--- src/rtl/core/sync_framed_byte_deframer_defines.svh ---
// Assertion macros shared by the sync framed byte deframer modules.
// Included by the controller and the datapath; no other dependencies.
`ifndef SYNC_FRAMED_BYTE_DEFRAMER_DEFINES_SVH
`define SYNC_FRAMED_BYTE_DEFRAMER_DEFINES_SVH
`ifndef SYNTHESIS
`define SFBD_ASSERT_NOW(label, clk, rst, ante, cons) \
  label: assert property (@(posedge clk) disable iff (rst) (ante) |-> (cons)) \
    else $error("sfbd assertion failed");
`define SFBD_ASSERT_NEXT(label, clk, rst, ante, cons) \
  label: assert property (@(posedge clk) disable iff (rst) (ante) |=> (cons)) \
    else $error("sfbd assertion failed");
`else
`define SFBD_ASSERT_NOW(label, clk, rst, ante, cons)
`define SFBD_ASSERT_NEXT(label, clk, rst, ante, cons)
`endif
`endif

--- src/rtl/core/sfbd_pkg.sv ---
// Shared types and constants of the sync framed byte deframer.
// Used by the controller, the datapath and the top level; no dependencies.
package sfbd_pkg;

  localparam int ByteW = 8;
  localparam int OutDataW = 32;

  localparam logic [ByteW-1:0] SyncFirstReset = 8'd170;
  localparam logic [ByteW-1:0] SyncSecondReset = 8'd85;

  localparam int CfgIndexW = 1;
  localparam logic [CfgIndexW-1:0] RegSyncFirst = 1'b0;
  localparam logic [CfgIndexW-1:0] RegSyncSecond = 1'b1;

  typedef struct packed {
    logic ld_type;
    logic ld_len;
    logic st_byte;
    logic emit_start;
    logic rd;
    logic ld_out;
  } cmd_t;

  typedef struct packed {
    logic sync0_hit;
    logic sync1_hit;
    logic len_big;
    logic len_zero;
    logic fill_done;
    logic sum_hit;
    logic emit_last;
    logic out_free;
  } status_t;

endpackage

--- src/rtl/core/sfbd_ram.sv ---
// Generic single-write, single-read RAM with a registered read port.
// No dependencies.
module sfbd_ram #(
  parameter int WIDTH = 8,
  parameter int DEPTH = 64
) (
  input  logic                                    clk,
  input  logic                                    we,
  input  logic [(DEPTH > 1 ? $clog2(DEPTH) : 1)-1:0] waddr,
  input  logic [WIDTH-1:0]                        wdata,
  input  logic                                    re,
  input  logic [(DEPTH > 1 ? $clog2(DEPTH) : 1)-1:0] raddr,
  output logic [WIDTH-1:0]                        rdata
);

  logic [WIDTH-1:0] mem [DEPTH];

  always_ff @(posedge clk) begin
    if (we) begin
      mem[waddr] <= wdata;
    end
    if (re) begin
      rdata <= mem[raddr];
    end
  end

endmodule

--- src/rtl/core/sfbd_ctrl.sv ---
// Controller of the sync framed byte deframer: frame parse phases and emit loop.
// Depends on sfbd_pkg and the assertion macro header.
`include "sync_framed_byte_deframer_defines.svh"
module sfbd_ctrl (
  input  logic              clk,
  input  logic              rst,
  input  logic              s_tvalid,
  output logic              s_tready,
  input  sfbd_pkg::status_t st,
  output sfbd_pkg::cmd_t    cmd
);
  import sfbd_pkg::*;

  typedef enum logic [2:0] {
    WAIT_S0,
    WAIT_S1,
    GET_TYPE,
    GET_LEN,
    GET_PAYLOAD,
    GET_CHECK,
    EMIT_RD,
    EMIT_WR
  } state_t;

  state_t state;
  state_t state_next;
  logic   take;

  assign take = s_tvalid && s_tready;

  always_comb begin
    state_next = state;
    unique case (state)
      WAIT_S0: begin
        if (take) begin
          state_next = st.sync0_hit ? WAIT_S1 : WAIT_S0;
        end
      end
      WAIT_S1: begin
        if (take) begin
          priority if (st.sync1_hit) begin
            state_next = GET_TYPE;
          end else if (st.sync0_hit) begin
            state_next = WAIT_S1;
          end else begin
            state_next = WAIT_S0;
          end
        end
      end
      GET_TYPE: begin
        if (take) begin
          state_next = GET_LEN;
        end
      end
      GET_LEN: begin
        if (take) begin
          priority if (st.len_big) begin
            state_next = WAIT_S0;
          end else if (st.len_zero) begin
            state_next = GET_CHECK;
          end else begin
            state_next = GET_PAYLOAD;
          end
        end
      end
      GET_PAYLOAD: begin
        if (take && st.fill_done) begin
          state_next = GET_CHECK;
        end
      end
      GET_CHECK: begin
        if (take) begin
          state_next = st.sum_hit ? EMIT_RD : WAIT_S0;
        end
      end
      EMIT_RD: begin
        state_next = EMIT_WR;
      end
      EMIT_WR: begin
        if (st.out_free) begin
          state_next = st.emit_last ? WAIT_S0 : EMIT_RD;
        end
      end
      default: begin
        state_next = WAIT_S0;
      end
    endcase
  end

  always_comb begin
    cmd.ld_type    = take && (state == GET_TYPE);
    cmd.ld_len     = take && (state == GET_LEN);
    cmd.st_byte    = take && (state == GET_PAYLOAD);
    cmd.emit_start = take && (state == GET_CHECK) && st.sum_hit;
    cmd.rd         = (state == EMIT_RD);
    cmd.ld_out     = (state == EMIT_WR) && st.out_free;
  end

  always_ff @(posedge clk) begin
    if (rst) begin
      state    <= WAIT_S0;
      s_tready <= 1'b1;
    end else begin
      state    <= state_next;
      s_tready <= (state_next != EMIT_RD) && (state_next != EMIT_WR);
    end
  end

  `SFBD_ASSERT_NEXT(a_rd_then_wr, clk, rst, state == EMIT_RD, state == EMIT_WR)
  `SFBD_ASSERT_NEXT(a_wr_holds, clk, rst, (state == EMIT_WR) && !st.out_free,
                    state == EMIT_WR)
  `SFBD_ASSERT_NEXT(a_last_frees_input, clk, rst, cmd.ld_out && st.emit_last,
                    s_tready && (state == WAIT_S0))
  `SFBD_ASSERT_NEXT(a_start_emits, clk, rst, cmd.emit_start, state == EMIT_RD)

endmodule

--- src/rtl/core/sfbd_datapath.sv ---
// Datapath of the sync framed byte deframer: sync registers, frame fields,
// payload store, checksum and output register. Depends on sfbd_pkg, sfbd_ram.
`include "sync_framed_byte_deframer_defines.svh"
module sfbd_datapath #(
  parameter int MAX_PAYLOAD = 64
) (
  input  logic                              clk,
  input  logic                              rst,
  input  logic                              cfg_we,
  input  logic [sfbd_pkg::CfgIndexW-1:0]    cfg_index,
  input  logic [sfbd_pkg::ByteW-1:0]        cfg_data,
  input  logic [sfbd_pkg::ByteW-1:0]        s_tdata,
  output logic                              m_tvalid,
  input  logic                              m_tready,
  output logic [sfbd_pkg::OutDataW-1:0]     m_tdata,
  output logic                              m_tuser,
  output logic                              m_tlast,
  input  sfbd_pkg::cmd_t                    cmd,
  output sfbd_pkg::status_t                 st
);
  import sfbd_pkg::*;

  localparam int FW = $clog2(MAX_PAYLOAD + 1);
  localparam int AW = (MAX_PAYLOAD > 1) ? $clog2(MAX_PAYLOAD) : 1;
  localparam logic [ByteW:0] MaxLen = (ByteW + 1)'(MAX_PAYLOAD);

  logic [ByteW-1:0] sync_first;
  logic [ByteW-1:0] sync_second;
  logic [ByteW-1:0] held_type;
  logic [FW-1:0]    held_length;
  logic [FW-1:0]    fill_count;
  logic [ByteW-1:0] running_sum;
  logic [FW-1:0]    emit_idx;
  logic [ByteW-1:0] rd_data;
  logic [FW:0]      fill_inc;
  logic [FW:0]      emit_inc;

  logic [7:0] out_type;
  logic [6:0] out_length;
  logic [7:0] out_byte;
  logic [5:0] out_index;

  assign fill_inc = {1'b0, fill_count} + (FW + 1)'(1);
  assign emit_inc = {1'b0, emit_idx} + (FW + 1)'(1);

  always_comb begin
    st.sync0_hit = (s_tdata == sync_first);
    st.sync1_hit = (s_tdata == sync_second);
    st.len_big   = ({1'b0, s_tdata} > MaxLen);
    st.len_zero  = (s_tdata == '0);
    st.fill_done = (fill_inc >= {1'b0, held_length});
    st.sum_hit   = (s_tdata == running_sum);
    st.emit_last = (held_length == '0) || (emit_inc == {1'b0, held_length});
    st.out_free  = !m_tvalid || m_tready;
  end

  sfbd_ram #(
    .WIDTH(ByteW),
    .DEPTH(MAX_PAYLOAD)
  ) u_store (
    .clk  (clk),
    .we   (cmd.st_byte),
    .waddr(fill_count[AW-1:0]),
    .wdata(s_tdata),
    .re   (cmd.rd),
    .raddr(emit_idx[AW-1:0]),
    .rdata(rd_data)
  );

  always_ff @(posedge clk) begin
    if (rst) begin
      sync_first  <= SyncFirstReset;
      sync_second <= SyncSecondReset;
    end else if (cfg_we) begin
      unique case (cfg_index)
        RegSyncFirst:  sync_first  <= cfg_data;
        RegSyncSecond: sync_second <= cfg_data;
        default: ;
      endcase
    end
  end

  always_ff @(posedge clk) begin
    if (rst) begin
      held_type   <= '0;
      held_length <= '0;
      fill_count  <= '0;
      running_sum <= '0;
      emit_idx    <= '0;
    end else begin
      if (cmd.ld_type) begin
        held_type   <= s_tdata;
        running_sum <= s_tdata;
      end
      if (cmd.ld_len) begin
        running_sum <= running_sum + s_tdata;
        fill_count  <= '0;
        held_length <= st.len_big ? '0 : s_tdata[FW-1:0];
      end
      if (cmd.st_byte) begin
        running_sum <= running_sum + s_tdata;
        fill_count  <= fill_inc[FW-1:0];
      end
      if (cmd.emit_start) begin
        emit_idx <= '0;
      end
      if (cmd.ld_out) begin
        emit_idx <= emit_inc[FW-1:0];
      end
    end
  end

  always_ff @(posedge clk) begin
    if (rst) begin
      m_tvalid <= 1'b0;
    end else if (cmd.ld_out) begin
      m_tvalid <= 1'b1;
    end else if (m_tready) begin
      m_tvalid <= 1'b0;
    end
  end

  always_ff @(posedge clk) begin
    if (cmd.ld_out) begin
      out_type   <= held_type;
      out_length <= 7'(held_length);
      out_byte   <= (held_length == '0) ? '0 : rd_data;
      out_index  <= (held_length == '0) ? '0 : 6'(emit_idx);
      m_tuser    <= (held_length != '0);
      m_tlast    <= st.emit_last;
    end
  end

  assign m_tdata = {3'b000, out_index, out_byte, out_length, out_type};

  `SFBD_ASSERT_NOW(a_store_in_frame, clk, rst, cmd.st_byte, fill_count < held_length)
  `SFBD_ASSERT_NOW(a_emit_in_frame, clk, rst, cmd.ld_out,
                   (emit_idx < held_length) || (held_length == '0))
  `SFBD_ASSERT_NEXT(a_emit_from_zero, clk, rst, cmd.emit_start, emit_idx == '0)
  `SFBD_ASSERT_NEXT(a_load_shows, clk, rst, cmd.ld_out, m_tvalid)

endmodule

--- src/rtl/core/sync_framed_byte_deframer.sv ---
// Top level of the sync framed byte deframer.
// Depends on sfbd_pkg, sfbd_ctrl, sfbd_datapath and sfbd_ram.
//
// Receives one byte per word on the slave stream and finds frames laid out as
// sync_first, sync_second, type, length, payload, checksum, where the checksum
// is the 8-bit sum of type, length and payload. While a frame is parsed, one
// byte is taken every cycle in which s_tvalid is high. After a matching
// checksum the input stalls while the frame is sent: each result passes
// through a registered read of the payload store, then the output register,
// and any output backpressure lengthens the stall. An empty frame also stalls
// the input for one result. Frames with a bad checksum or a length above
// MAX_PAYLOAD are dropped without a result. The payload store needs no
// clearing after reset, since a result uses only entries written earlier in the same frame.
module sync_framed_byte_deframer #(
  parameter int MAX_PAYLOAD = 64
) (
  input  logic                           clk,
  input  logic                           rst,
  input  logic                           cfg_we,
  input  logic [sfbd_pkg::CfgIndexW-1:0] cfg_index,
  input  logic [sfbd_pkg::ByteW-1:0]     cfg_data,
  input  logic                           s_tvalid,
  output logic                           s_tready,
  // [7:0] rx_byte
  input  logic [sfbd_pkg::ByteW-1:0]     s_tdata,
  output logic                           m_tvalid,
  input  logic                           m_tready,
  // [7:0] frame_type, [14:8] frame_length, [22:15] payload_byte,
  // [28:23] byte_index, [31:29] zero
  output logic [sfbd_pkg::OutDataW-1:0]  m_tdata,
  // [0] has_data
  output logic                           m_tuser,
  output logic                           m_tlast
);
  import sfbd_pkg::*;

  cmd_t    cmd;
  status_t st;

  sfbd_ctrl u_ctrl (
    .clk     (clk),
    .rst     (rst),
    .s_tvalid(s_tvalid),
    .s_tready(s_tready),
    .st      (st),
    .cmd     (cmd)
  );

  sfbd_datapath #(
    .MAX_PAYLOAD(MAX_PAYLOAD)
  ) u_datapath (
    .clk      (clk),
    .rst      (rst),
    .cfg_we   (cfg_we),
    .cfg_index(cfg_index),
    .cfg_data (cfg_data),
    .s_tdata  (s_tdata),
    .m_tvalid (m_tvalid),
    .m_tready (m_tready),
    .m_tdata  (m_tdata),
    .m_tuser  (m_tuser),
    .m_tlast  (m_tlast),
    .cmd      (cmd),
    .st       (st)
  );

endmodule
--- config.mk ---
export PLATFORM = sky130hd
export DESIGN_NAME = sync_framed_byte_deframer
export DESIGN_NICKNAME = d
export VERILOG_FILES = /design/src/rtl/core/sfbd_pkg.sv /design/src/rtl/core/sfbd_ram.sv /design/src/rtl/core/sfbd_ctrl.sv /design/src/rtl/core/sfbd_datapath.sv /design/src/rtl/core/sync_framed_byte_deframer.sv
export VERILOG_INCLUDE_DIRS = /design/src /design/src/rtl/core
export SDC_FILE = /design/constraint.sdc
export NUM_CORES = 1
export LEC_CHECK = 0
export ABC_AREA = 1
export ABC_CLOCK_PERIOD_IN_PS = 2500
export BUFFER_PORTS_ARGS = -buffer_cell sky130_fd_sc_hd__buf_2
export CAP_MARGIN = 10
export CORE_AREA = 2 2 283 285
export DETAILED_ROUTE_END_ITERATION = 8
export DIE_AREA = 0 0 285 287
export HOLD_SLACK_MARGIN = 0.02
export PLACE_DENSITY = 0.49
export SETUP_SLACK_MARGIN = 0.02
export SKIP_LAST_GASP = 1
export SLEW_MARGIN = 15
export SYNTH_ARGS = -nofsm -noshare
export SYNTH_HDL_FRONTEND = slang
export SYNTH_SLANG_ARGS = --single-unit
export TNS_END_PERCENT = 50
--- constraint.sdc ---
create_clock -name clk -period 2.5 [get_ports clk]
set_clock_uncertainty 0.2 [all_clocks]
set_input_delay 0.25 -clock clk [delete_from_list [all_inputs] [get_ports clk]]
set_output_delay 0.25 -clock clk [all_outputs]
set_load 0.01 [all_outputs]
==> flow_summary.yaml, run 1 <==
grt:
  grt_pass1_wl_mm: 107
  overflow: 0
  grt_pass1_vias: 16900
  antenna_found_initial: 4
  track_usage_pct: 17.4
  grt_max_degree: 71
worst_setup_path:
  cp_max_fo: 6
  rr_worst_depth: 7
  critPathBufInv: 3
  worst_setup_path_end_kind: "flop"
  cp.arrival_ns: 2.43
  r2r-end: "u_datapath.u_store.mem[45][5]"
  reg2reg_slack_ns: 0.16
  worstSetupPathType: "flop to flop"
  crit_family: "simple AND/OR/NAND/NOR gates"
  critPathRequiredTime_ns: 2.59
  worstPathCellList: "inv_1 -> nand4_2 -> nor2_1 -> nand2_1 -> buf_4 -> nor2_1 -> buf_4"
  cp-start-kind: "flop"
  crit_cells: 7
  cp_slowest_cell: "dfxtp_1"
  r2r_start: "u_ctrl.state[0]"
  slowest_delay_ns: 0.36
sta:
  period_share_pct: 93.7
  min_period_ns: 2.34
  rsz0062_at_grt: "no"
  finalSetupTns_ns: 0
  slew_headroom_pct: 38.1
  slew_violations: 0
  tightest_slew_ns: 0.929
  fmax_mhz: 427
  hold_viol_final: 0
  setup_violations: 0
cts:
  cts_tree: "built"
  insertion_delay_ns: 0.59
  cts-root-buf: "clkbuf_16"
  htree_levels: 3
  cts_buffers: 68
  cts_buffer_depth: 3
  clk_pin_slew_worst_paths_ns: 0.06
  clock-sinks: 609
hold_path:
  min_from: "s_tdata[0]"
  min_path_type: "input pin to flop"
  min_to: "u_datapath.running_sum[0]"
  hold_depth: 4
power:
  p_per_area_nw_per_um2: 695
  ir_drop_mv: 0.447
  p_leak_nw: 10.2
  p_total_mw: 20.8
placement:
  place.gp.congestion: 0.829
  hpwl_mm: 44.7
  numPortBuffers: 54
  placed_area_um2: 27600
run:
  cap_violations: 0
floorplan:
  row_count: 103
  die_w_um: 285
  dieHeight_um: 287
  pin_count: 58
  initial_core_util_pct: 31.8
  core_um2: 78600
  fp.dieArea_um2: 81800
synthesis:
  synth.avg_cell_area_um2: 11.9
  seq_area_frac_synth_pct: 70.8
  yosysWarningCount: 0
  postSynthCellCount: 2097
  syn_area_um2: 25000
  ys_ff_latch: 609
  yosys.cell_types.count: 40
drt:
  wl_per_cell_um: 21.2
  drcViolationCount: 0
  first_iter_violations: 1590
  routed_wl_mm: 72.1
  ant_nets: 0
  vias_per_cell: 5.01
  dr.pass1.iters: 7
  num_vias: 17000
final_layout:
  fillers: 7586
  fin_nets: 2340
  drive_gt1_share_pct: 14.7
  num_antenna_cells: 0
  final_cell_mix: "edfxtp_1 (551), nor2_1 (416), o21ai_0 (281)"
  area_growth_syn_to_layout_pct: 19.7
  final_common_cell: "edfxtp_1"
  post-route-cell-area_um2: 30000
status:
  outcome: "finished, final reports clean"
-- cell type report --
class	instances	area, µm²	share of cell area, %
Timing Repair Buffer	258	2140	7.14
Inverter	91	349	1.17
Tap cell	1050	1310	4.39
Sequential cell	609	17700	59.1
Clock inverter	27	198	0.660
Clock buffer	93	1860	6.20
Multi-Input combinational cell	1273	6380	21.3
-- worst register-to-register path, delay by kind of cell (launching register included) --
family,cells,cell delay [ns]
buffers and inverters,3,0.61
and+or+nand+nor,4,0.86
DFF,1,0.36
-- flip-flops by register name (all words and copies together) (netlist names) --
signal,count
u_datapath.held_type,8
u_datapath.sync_first,8
u_datapath.out_index,6
u_datapath.out_type,8
u_datapath.out_byte,8
u_datapath.sync_second,8
u_datapath.fill_count,7
u_datapath.u_store.rdata,8
u_datapath.m_tuser,1
u_datapath.m_tvalid,1
u_datapath.u_store.mem,512
u_datapath.out_length,7
u_ctrl.state,3
u_datapath.emit_idx,7
u_datapath.running_sum,8
u_ctrl.s_tready,1
u_datapath.m_tlast,1
u_datapath.held_length,7
-- synth_stat cells, drive strengths merged --
library cell | count | share of area [%]
xor2 | 15 | 0.53
nand2 | 158 | 2.4
o21ai | 285 | 5.7
a21oi | 50 | 1.0
nor3 | 7 | 0.18
a21o | 1 | 0.030
a221oi | 1 | 0.035
clkbuf | 70 | 1.1
o221ai | 49 | 1.7
o31ai | 1 | 0.030
dfxtp | 58 | 4.6
fa | 1 | 0.080
buf | 56 | 1.4
inv | 87 | 1.3
conb | 1 | 0.015
nand4 | 10 | 0.28
clkinv | 4 | 0.060
a31oi | 2 | 0.050
nor2 | 419 | 6.3
nand3b | 3 | 0.090
or2 | 2 | 0.050
nand3 | 115 | 2.3
xnor2 | 4 | 0.14
o211ai | 81 | 2.4
nor4 | 1 | 0.025
o22ai | 49 | 1.2
ha | 16 | 0.80
edfxtp | 551 | 66
-- how the worst max path moves through the flow --
stage	start	endpoint
6_report	u_ctrl.state[0]	u_datapath.u_store.mem[45][5]
5_1_grt	u_datapath.fill_count[4]	u_ctrl.state[0]
4_1_cts	u_datapath.emit_idx[0]	u_ctrl.state[1]
3_5_place_dp	u_datapath.emit_idx[0]	u_ctrl.state[1]
3_3_place_gp	u_datapath.emit_idx[0]	u_ctrl.state[2]
2_1_floorplan	u_ctrl.s_tready	u_datapath.u_store.mem[0][0]
-- logic make-up after synthesis --
group | share of synthesized area (%)
and+or+nand+nor | 11.7
DFF | 70.8
AOI/OAI and AO/OA | 12.2
buffers and inverters | 3.78
xor gates and xnor gates | 0.665
adders and majority gates | 0.880
other | 0.0150
-- stage by stage --
| step | util, % | cells | setup slack, ns | hold WS [ns] |
|---|---|---|---|---|
| 2_1_floorplan | - | 2099 | 0.311 | 0.149 |
| 3_3_place_gp | 35.1 | 3255 | 0.0777 | 0.221 |
| 3_5_place_dp | 35.1 | 3255 | 0.133 | 0.223 |
| 4_1_cts | 38.0 | 3399 | 0.114 | 0.0407 |
| 5_1_grt | 38.1 | 3401 | 0.0255 | 0.0881 |
| 6_report | 38.1 | 3401 | 0.158 | 0.0897 |
-- power breakdown --
part	switching, mW	internal (mW)
sequential	0.0131	11.1
clock	3.90	5.41
combinational	0.291	0.0996
-- what timing repair did --
item	CTS	global route
resized for setup	0	7
endpoints found under the hold margin	53	0
setup buffers	0	1
hold buffers	24	0
endpoints found under the setup margin	0	11
-- metal layers --
| metal | vias up | GRT usage (%) | wire length, µm |
|---|---|---|---|
| met5 | - | 0 | 0 |
| met4 | 0 | 6.01 | 2000 |
| met3 | 104 | 2.29 | 3390 |
| met2 | 483 | 29.7 | 35300 |
| met1 | 8408 | 22.9 | 31400 |
| li1 | 8052 | - | - |
Note: power is estimated with default switching activity, not from simulation.
==> run 2, diff against run 1 <==
--- a/config.mk
+++ b/config.mk
@@ -14,5 +14,4 @@
 export DETAILED_ROUTE_END_ITERATION = 8
 export DIE_AREA = 0 0 285 287
-export HOLD_SLACK_MARGIN = 0.02
 export PLACE_DENSITY = 0.49
 export SETUP_SLACK_MARGIN = 0.02
==> constraint.sdc (replaced) <==
create_clock -name clk -period 2.5 [get_ports clk]
set_clock_uncertainty 0.2 [all_clocks]
set_input_delay 0.5 -clock clk [delete_from_list [all_inputs] [get_ports clk]]
set_output_delay 0.5 -clock clk [all_outputs]
set_load 0.01 [all_outputs]
==> run 2 against run 1 <==
Die area unchanged. Utilization down 0.16 points. Via count up 0.49%. Sequential cell count unchanged. Design area down 0.42%. Wire length up 0.25%.
==> flow_summary.yaml, run 2 (synthesis gave the netlist of run 1 again) <==
grt:
  grt_pass1_wl_mm: 108
  grt_max_degree: 76
  antenna_found_initial: 3
  track_usage_pct: 17.6
  overflow: 0
  grt_pass1_vias: 17100
floorplan:
  pin_count: 58
  dieHeight_um: 287
  initial_core_util_pct: 31.8
  core_um2: 78600
  row_count: 103
  die_w_um: 285
  fp.dieArea_um2: 81800
sta:
  hold_viol_final: 0
  slew_headroom_pct: 41.7
  min_period_ns: 2.37
  setup_violations: 0
  tightest_slew_ns: 0.875
  setup_slack_ns: 0.129
  finalSetupTns_ns: 0
  fmax_mhz: 422
  period_share_pct: 94.8
  rsz0062_at_grt: "yes"
  slew_violations: 0
power:
  p_per_area_nw_per_um2: 703
  p_total_mw: 21.0
  ir_drop_mv: 0.472
  p_leak_nw: 10.2
worst_setup_path:
  critPathLaunch: "u_datapath.emit_idx[1]"
  critPathRequiredTime_ns: 2.62
  worstSetupPathType: "flop to flop"
  r2r-end: "u_datapath.u_store.rdata[1]"
  worst_setup_path_end_kind: "flop"
  cp.arrival_ns: 2.49
  reg2reg_slack_ns: 0.13
  cp_max_fo: 23
  slowest_delay_ns: 0.37
  cp-start-kind: "flop"
  cp_slowest_cell: "dfxtp_2"
  rr_worst_depth: 10
  worstPathCellList: "inv_4 -> buf_4 -> nor2_1 -> o21ai_0 -> o211ai_1 -> o211ai_1 -> buf_4 -> nand3_1 -> nand3_1 -> nand2_1"
  r2r_start: "u_datapath.emit_idx[1]"
drt:
  routed_wl_mm: 72.3
  vias_per_cell: 5.06
  num_vias: 17100
  wl_per_cell_um: 21.4
  dr.pass1.iters: 6
  drcViolationCount: 0
  first_iter_violations: 1712
  ant_nets: 0
final_layout:
  area_growth_syn_to_layout_pct: 19.2
  drive_gt1_share_pct: 15.0
  largest_reg_flops: 512
  regMostFlops: "u_datapath.u_store.mem"
  final_util_pct: 37.9
  final_cell_mix: "edfxtp_1 (551), nor2_1 (417), o21ai_0 (282)"
  final_common_cell: "edfxtp_1"
  fin_nets: 2326
  num_antenna_cells: 0
  fillers: 7678
hold_path:
  hold_depth: 4
  min_to: "u_datapath.m_tvalid"
  min_path_type: "input pin to flop"
  min_from: "m_tready"
placement:
  place.gp.congestion: 0.852
  numPortBuffers: 54
  dp_worst_setup_slack_ns: -0.0497
  hpwl_mm: 45.2
run:
  cap_violations: 0
cts:
  cts_setup_buffers: 0
  cts_tree: "built"
  cts_buffer_depth: 3
  clk_pin_slew_worst_paths_ns: 0.06
  clock-sinks: 609
  htree_levels: 3
  cts_buffers: 67
  insertion_delay_ns: 0.60
  cts-root-buf: "clkbuf_16"
status:
  outcome: "finished, final reports clean"
## run 2: cell count changes in the layout (fill, tap and decap cells not counted), sizes merged
cell	before	now
dlygate4sd3	24	8
clkinv	24	31
clkbuf	94	77
bufinv	2	5
clkinvlp	1	4
inv	91	89
buf	233	237
## run 2: how the worst max path moves through the flow
| stage | endpoint | slack (ns) | cells past startpoint |
|---|---|---|---|
| 2_1_floorplan | u_datapath.u_store.mem[0][0] | 0.20 | 6 |
| 3_3_place_gp | u_datapath.emit_idx[0] | -0.09 | 9 |
| 3_5_place_dp | u_datapath.emit_idx[0] | -0.05 | 9 |
| 4_1_cts | u_datapath.u_store.rdata[7] | 0.08 | 8 |
| 5_1_grt | u_datapath.u_store.rdata[1] | -0.003 | 10 |
| 6_report | u_datapath.u_store.rdata[1] | 0.13 | 10 |
## run 2: what timing repair did
| item | in CTS | in global routing |
|---|---|---|
| resized for setup | 0 | 4 |
| endpoints found under the setup margin | 0 | 5 |
| endpoints found under the hold margin | 16 | 0 |
| hold buffers | 8 | 0 |
## run 2: routing by layer
metal / GRT usage (%) / share of wire [%] / routed length (µm)
met1: 23.3 / 43 / 31300
met2: 29.4 / 48 / 34700
met3: 2.55 / 5.3 / 3830
met4: 6.98 / 3.5 / 2520
met5: 0 / 0 / 0
## run 2: area by class of cell
cell class	count	area, µm²	area share [%]
Sequential cell	609	17700	59.4
Multi-Input combinational cell	1273	6370	21.4
Timing Repair Buffer	245	2010	6.73
Clock buffer	77	1760	5.89
Tap cell	1050	1310	4.40
Inverter	91	349	1.17
Clock inverter	38	313	1.05
## run 2: report_power, final
group / total [mW] / switching [mW] / internal [mW] / leakage [nW]
clock network: 9.46 / 3.93 / 5.53 / 1.01
logic: 0.390 / 0.297 / 0.0922 / 3.73
registers: 11.1 / 0.0130 / 11.1 / 5.43
## run 2: critical path, delay by kind of cell, from the launching register on
family,cells,cell delay [ns]
buffers and inverters,3,0.67
AOI/OAI and AO/OA,3,0.43
and+or+nand+nor,4,0.40
DFF,1,0.37
## run 2: metrics by stage
stage | hold slack [ns] | instances | instance area (µm²)
floorplan | 0.203 | 2099 | 25000
global placement | 0.219 | 3260 | 27700
detailed placement | 0.214 | 3260 | 27700
CTS | 0.00435 | 3383 | 29800
global route | 0.0426 | 3383 | 29800
finish | 0.0346 | 3383 | 29800
==> run 3, diff against run 2 <==
- CTS_BUF_LIST: unset -> sky130_fd_sc_hd__clkbuf_8
- HOLD_SLACK_MARGIN: unset -> 0.1
- TNS_END_PERCENT: 50 -> 30
==> run 3 against run 2 <==
Total power decreased by 3.7%. Cell count increased by 2.5%. Design area is 0.27% higher. Highest routed layer unchanged.
==> flow_summary.yaml, run 3 (synthesis gave the netlist of run 1 again) <==
worst_setup_path:
  cp.arrival_ns: 2.61
  cp-start-kind: "flop"
  cp_slowest_cell: "o211ai_1"
  critPathRequiredTime_ns: 2.72
  slowest_delay_ns: 0.43
  cp_common_cell: "nand3_1"
  worstPathCellList: "buf_12 -> o21ai_0 -> o22ai_1 -> o211ai_1 -> nand3_1 -> nand3_1 -> nand2_1"
  cp_max_fo: 75
  worstSetupPathType: "flop to flop"
  worst_setup_path_end_kind: "flop"
run:
  cap_violations: 0
final_layout:
  fillers: 7723
  final_common_cell: "edfxtp_1"
  regMostFlops: "u_datapath.u_store.mem"
  fin_nets: 2380
  multi_input_area_um2: 6370
  drive_gt1_share_pct: 16.5
  layout.cells.non_filler: 3468
  final_cell_mix: "edfxtp_1 (551), nor2_1 (417), o21ai_0 (282)"
  largest_reg_flops: 512
  area_growth_syn_to_layout_pct: 19.6
  final_util_pct: 38.0
  regArea_um2: 17700
cts:
  cts_buffer_depth: 3
  cts_buffers: 103
  cts-root-buf: "clkbuf_8"
  insertion_delay_ns: 0.71
  clock-sinks: 609
  clk_pin_slew_worst_paths_ns: 0.06
  cts_tree: "built"
  htree_levels: 3
sta:
  slew_violations: 0
  min_period_ns: 2.39
  hold_viol_final: 0
  fmax_mhz: 418
  tightest_slew_ns: 0.863
  rsz0062_at_grt: "yes"
  slew_headroom_pct: 42.5
  period_share_pct: 95.8
  setup_violations: 0
drt:
  num_vias: 17300
  routed_wl_mm: 73.1
  first_iter_violations: 1722
  ant_nets: 0
  vias_per_cell: 4.99
  dr.pass1.iters: 6
  drcViolationCount: 0
  wl_per_cell_um: 21.1
hold_path:
  min_path_type: "input pin to flop"
floorplan:
  die_w_um: 285
  pin_count: 58
  initial_core_util_pct: 31.8
  fp.dieArea_um2: 81800
  row_count: 103
  core_um2: 78600
  dieHeight_um: 287
placement:
  numPortBuffers: 54
  place.gp.congestion: 0.852
  dpl.cell_count: 3260
  hpwl_mm: 45.2
grt:
  antenna_found_initial: 4
  grt_max_degree: 76
  grt_pass1_vias: 17500
  grt_pass1_wl_mm: 110
  track_usage_pct: 17.8
  overflow: 0
power:
  switchingPower_mw: 4.38
  combPwrFrac_pct: 2.1
  p_per_area_nw_per_um2: 675
  p_total_mw: 20.2
  ir_drop_mv: 0.354
  p_seq_share_pct: 55.1
  p_int_mw: 15.8
  clkPwrFrac_pct: 42.9
  p_leak_nw: 10.3
  swShare_pct: 21.7
status:
  outcome: "finished, final reports clean"
[run 3: cell types whose count changed in the layout (fill, tap and decap cells not counted), sizes merged]
cell         before  now
bufinv            5    6
dlygate4sd3       8   26
clkinv           31   42
inv              89  112
clkinvlp          4    5
clkbuf           77  107
diode             0    1
[run 3: final cells by class]
type	count	share of cell area [%]
tap	1050	4.39
clock inverter	74	1.67
inverter	91	1.17
antenna	1	0.00837
timing repair buffer	263	7.30
sequential	609	59.2
clock buffer	107	4.92
multi-input combinational	1273	21.3
[run 3: final timing paths]
kind | from | endpoint | slack [ns] | cells past startpoint
hold reg to reg | u_datapath.held_type[5] | u_datapath.out_type[5] | 0.23 | 0
setup reg to reg | u_datapath.emit_idx[0] | u_datapath.u_store.rdata[1] | 0.11 | 7
setup / recovery | u_datapath.emit_idx[0] | u_datapath.u_store.rdata[1] | 0.11 | 7
hold / removal | s_tdata[4] | u_datapath.u_store.mem[36][4] | 0.12 | 2
[run 3: critical path: cells and delay by family, from the launching register on]
kind                   cells  cell delay (ns)
AOI/OAI and AO/OA          3             0.83
buffers and inverters      1             0.20
DFF                        1             0.40
and+or+nand+nor            3             0.40
[run 3: metal layers]
metal | GRT usage (%) | wire [µm] | share of wire, % | vias to the layer above
met3 | 2.50 | 3630 | 5.0 | 120
met1 | 23.2 | 31800 | 44 | 8543
met4 | 6.62 | 2170 | 3.0 | 0
met5 | 0 | 0 | 0 | -
met2 | 30.1 | 35400 | 49 | 509
li1 | - | - | - | 8143
[run 3: through the flow]
| stage | hold slack, ns | setup WS, ns | TNS [ns] | instance area (µm²) |
|---|---|---|---|---|
| 2_1_floorplan | 0.203 | 0.195 | 0 | 25000 |
| 3_3_place_gp | 0.219 | -0.0856 | -0.0856 | 27700 |
| 3_5_place_dp | 0.214 | -0.0497 | -0.0497 | 27700 |
| 4_1_cts | 0.106 | 0.0805 | 0 | 29900 |
| 5_1_grt | 0.114 | -0.0267 | -0.0267 | 29900 |
| 6_report | 0.118 | 0.105 | 0 | 29900 |
[run 3: power by group through the flow]
stage / sequential, mW / clock [mW] / combinational [mW]
floorplan: 11.3 / 0 / 0.101
global placement: 11.3 / 0 / 0.383
detailed placement: 11.3 / 0 / 0.386
CTS: 11.1 / 8.88 / 0.423
global route: 11.1 / 9.29 / 0.455
finish: 11.1 / 8.65 / 0.416
[run 3: timing repair]
action | CTS | global route
buffers inserted | 0 | 0
hold buffers | 26 | 0
setup endpoints to repair | 0 | 8
resized for setup | 0 | 3
hold endpoints to repair | 52 | 0
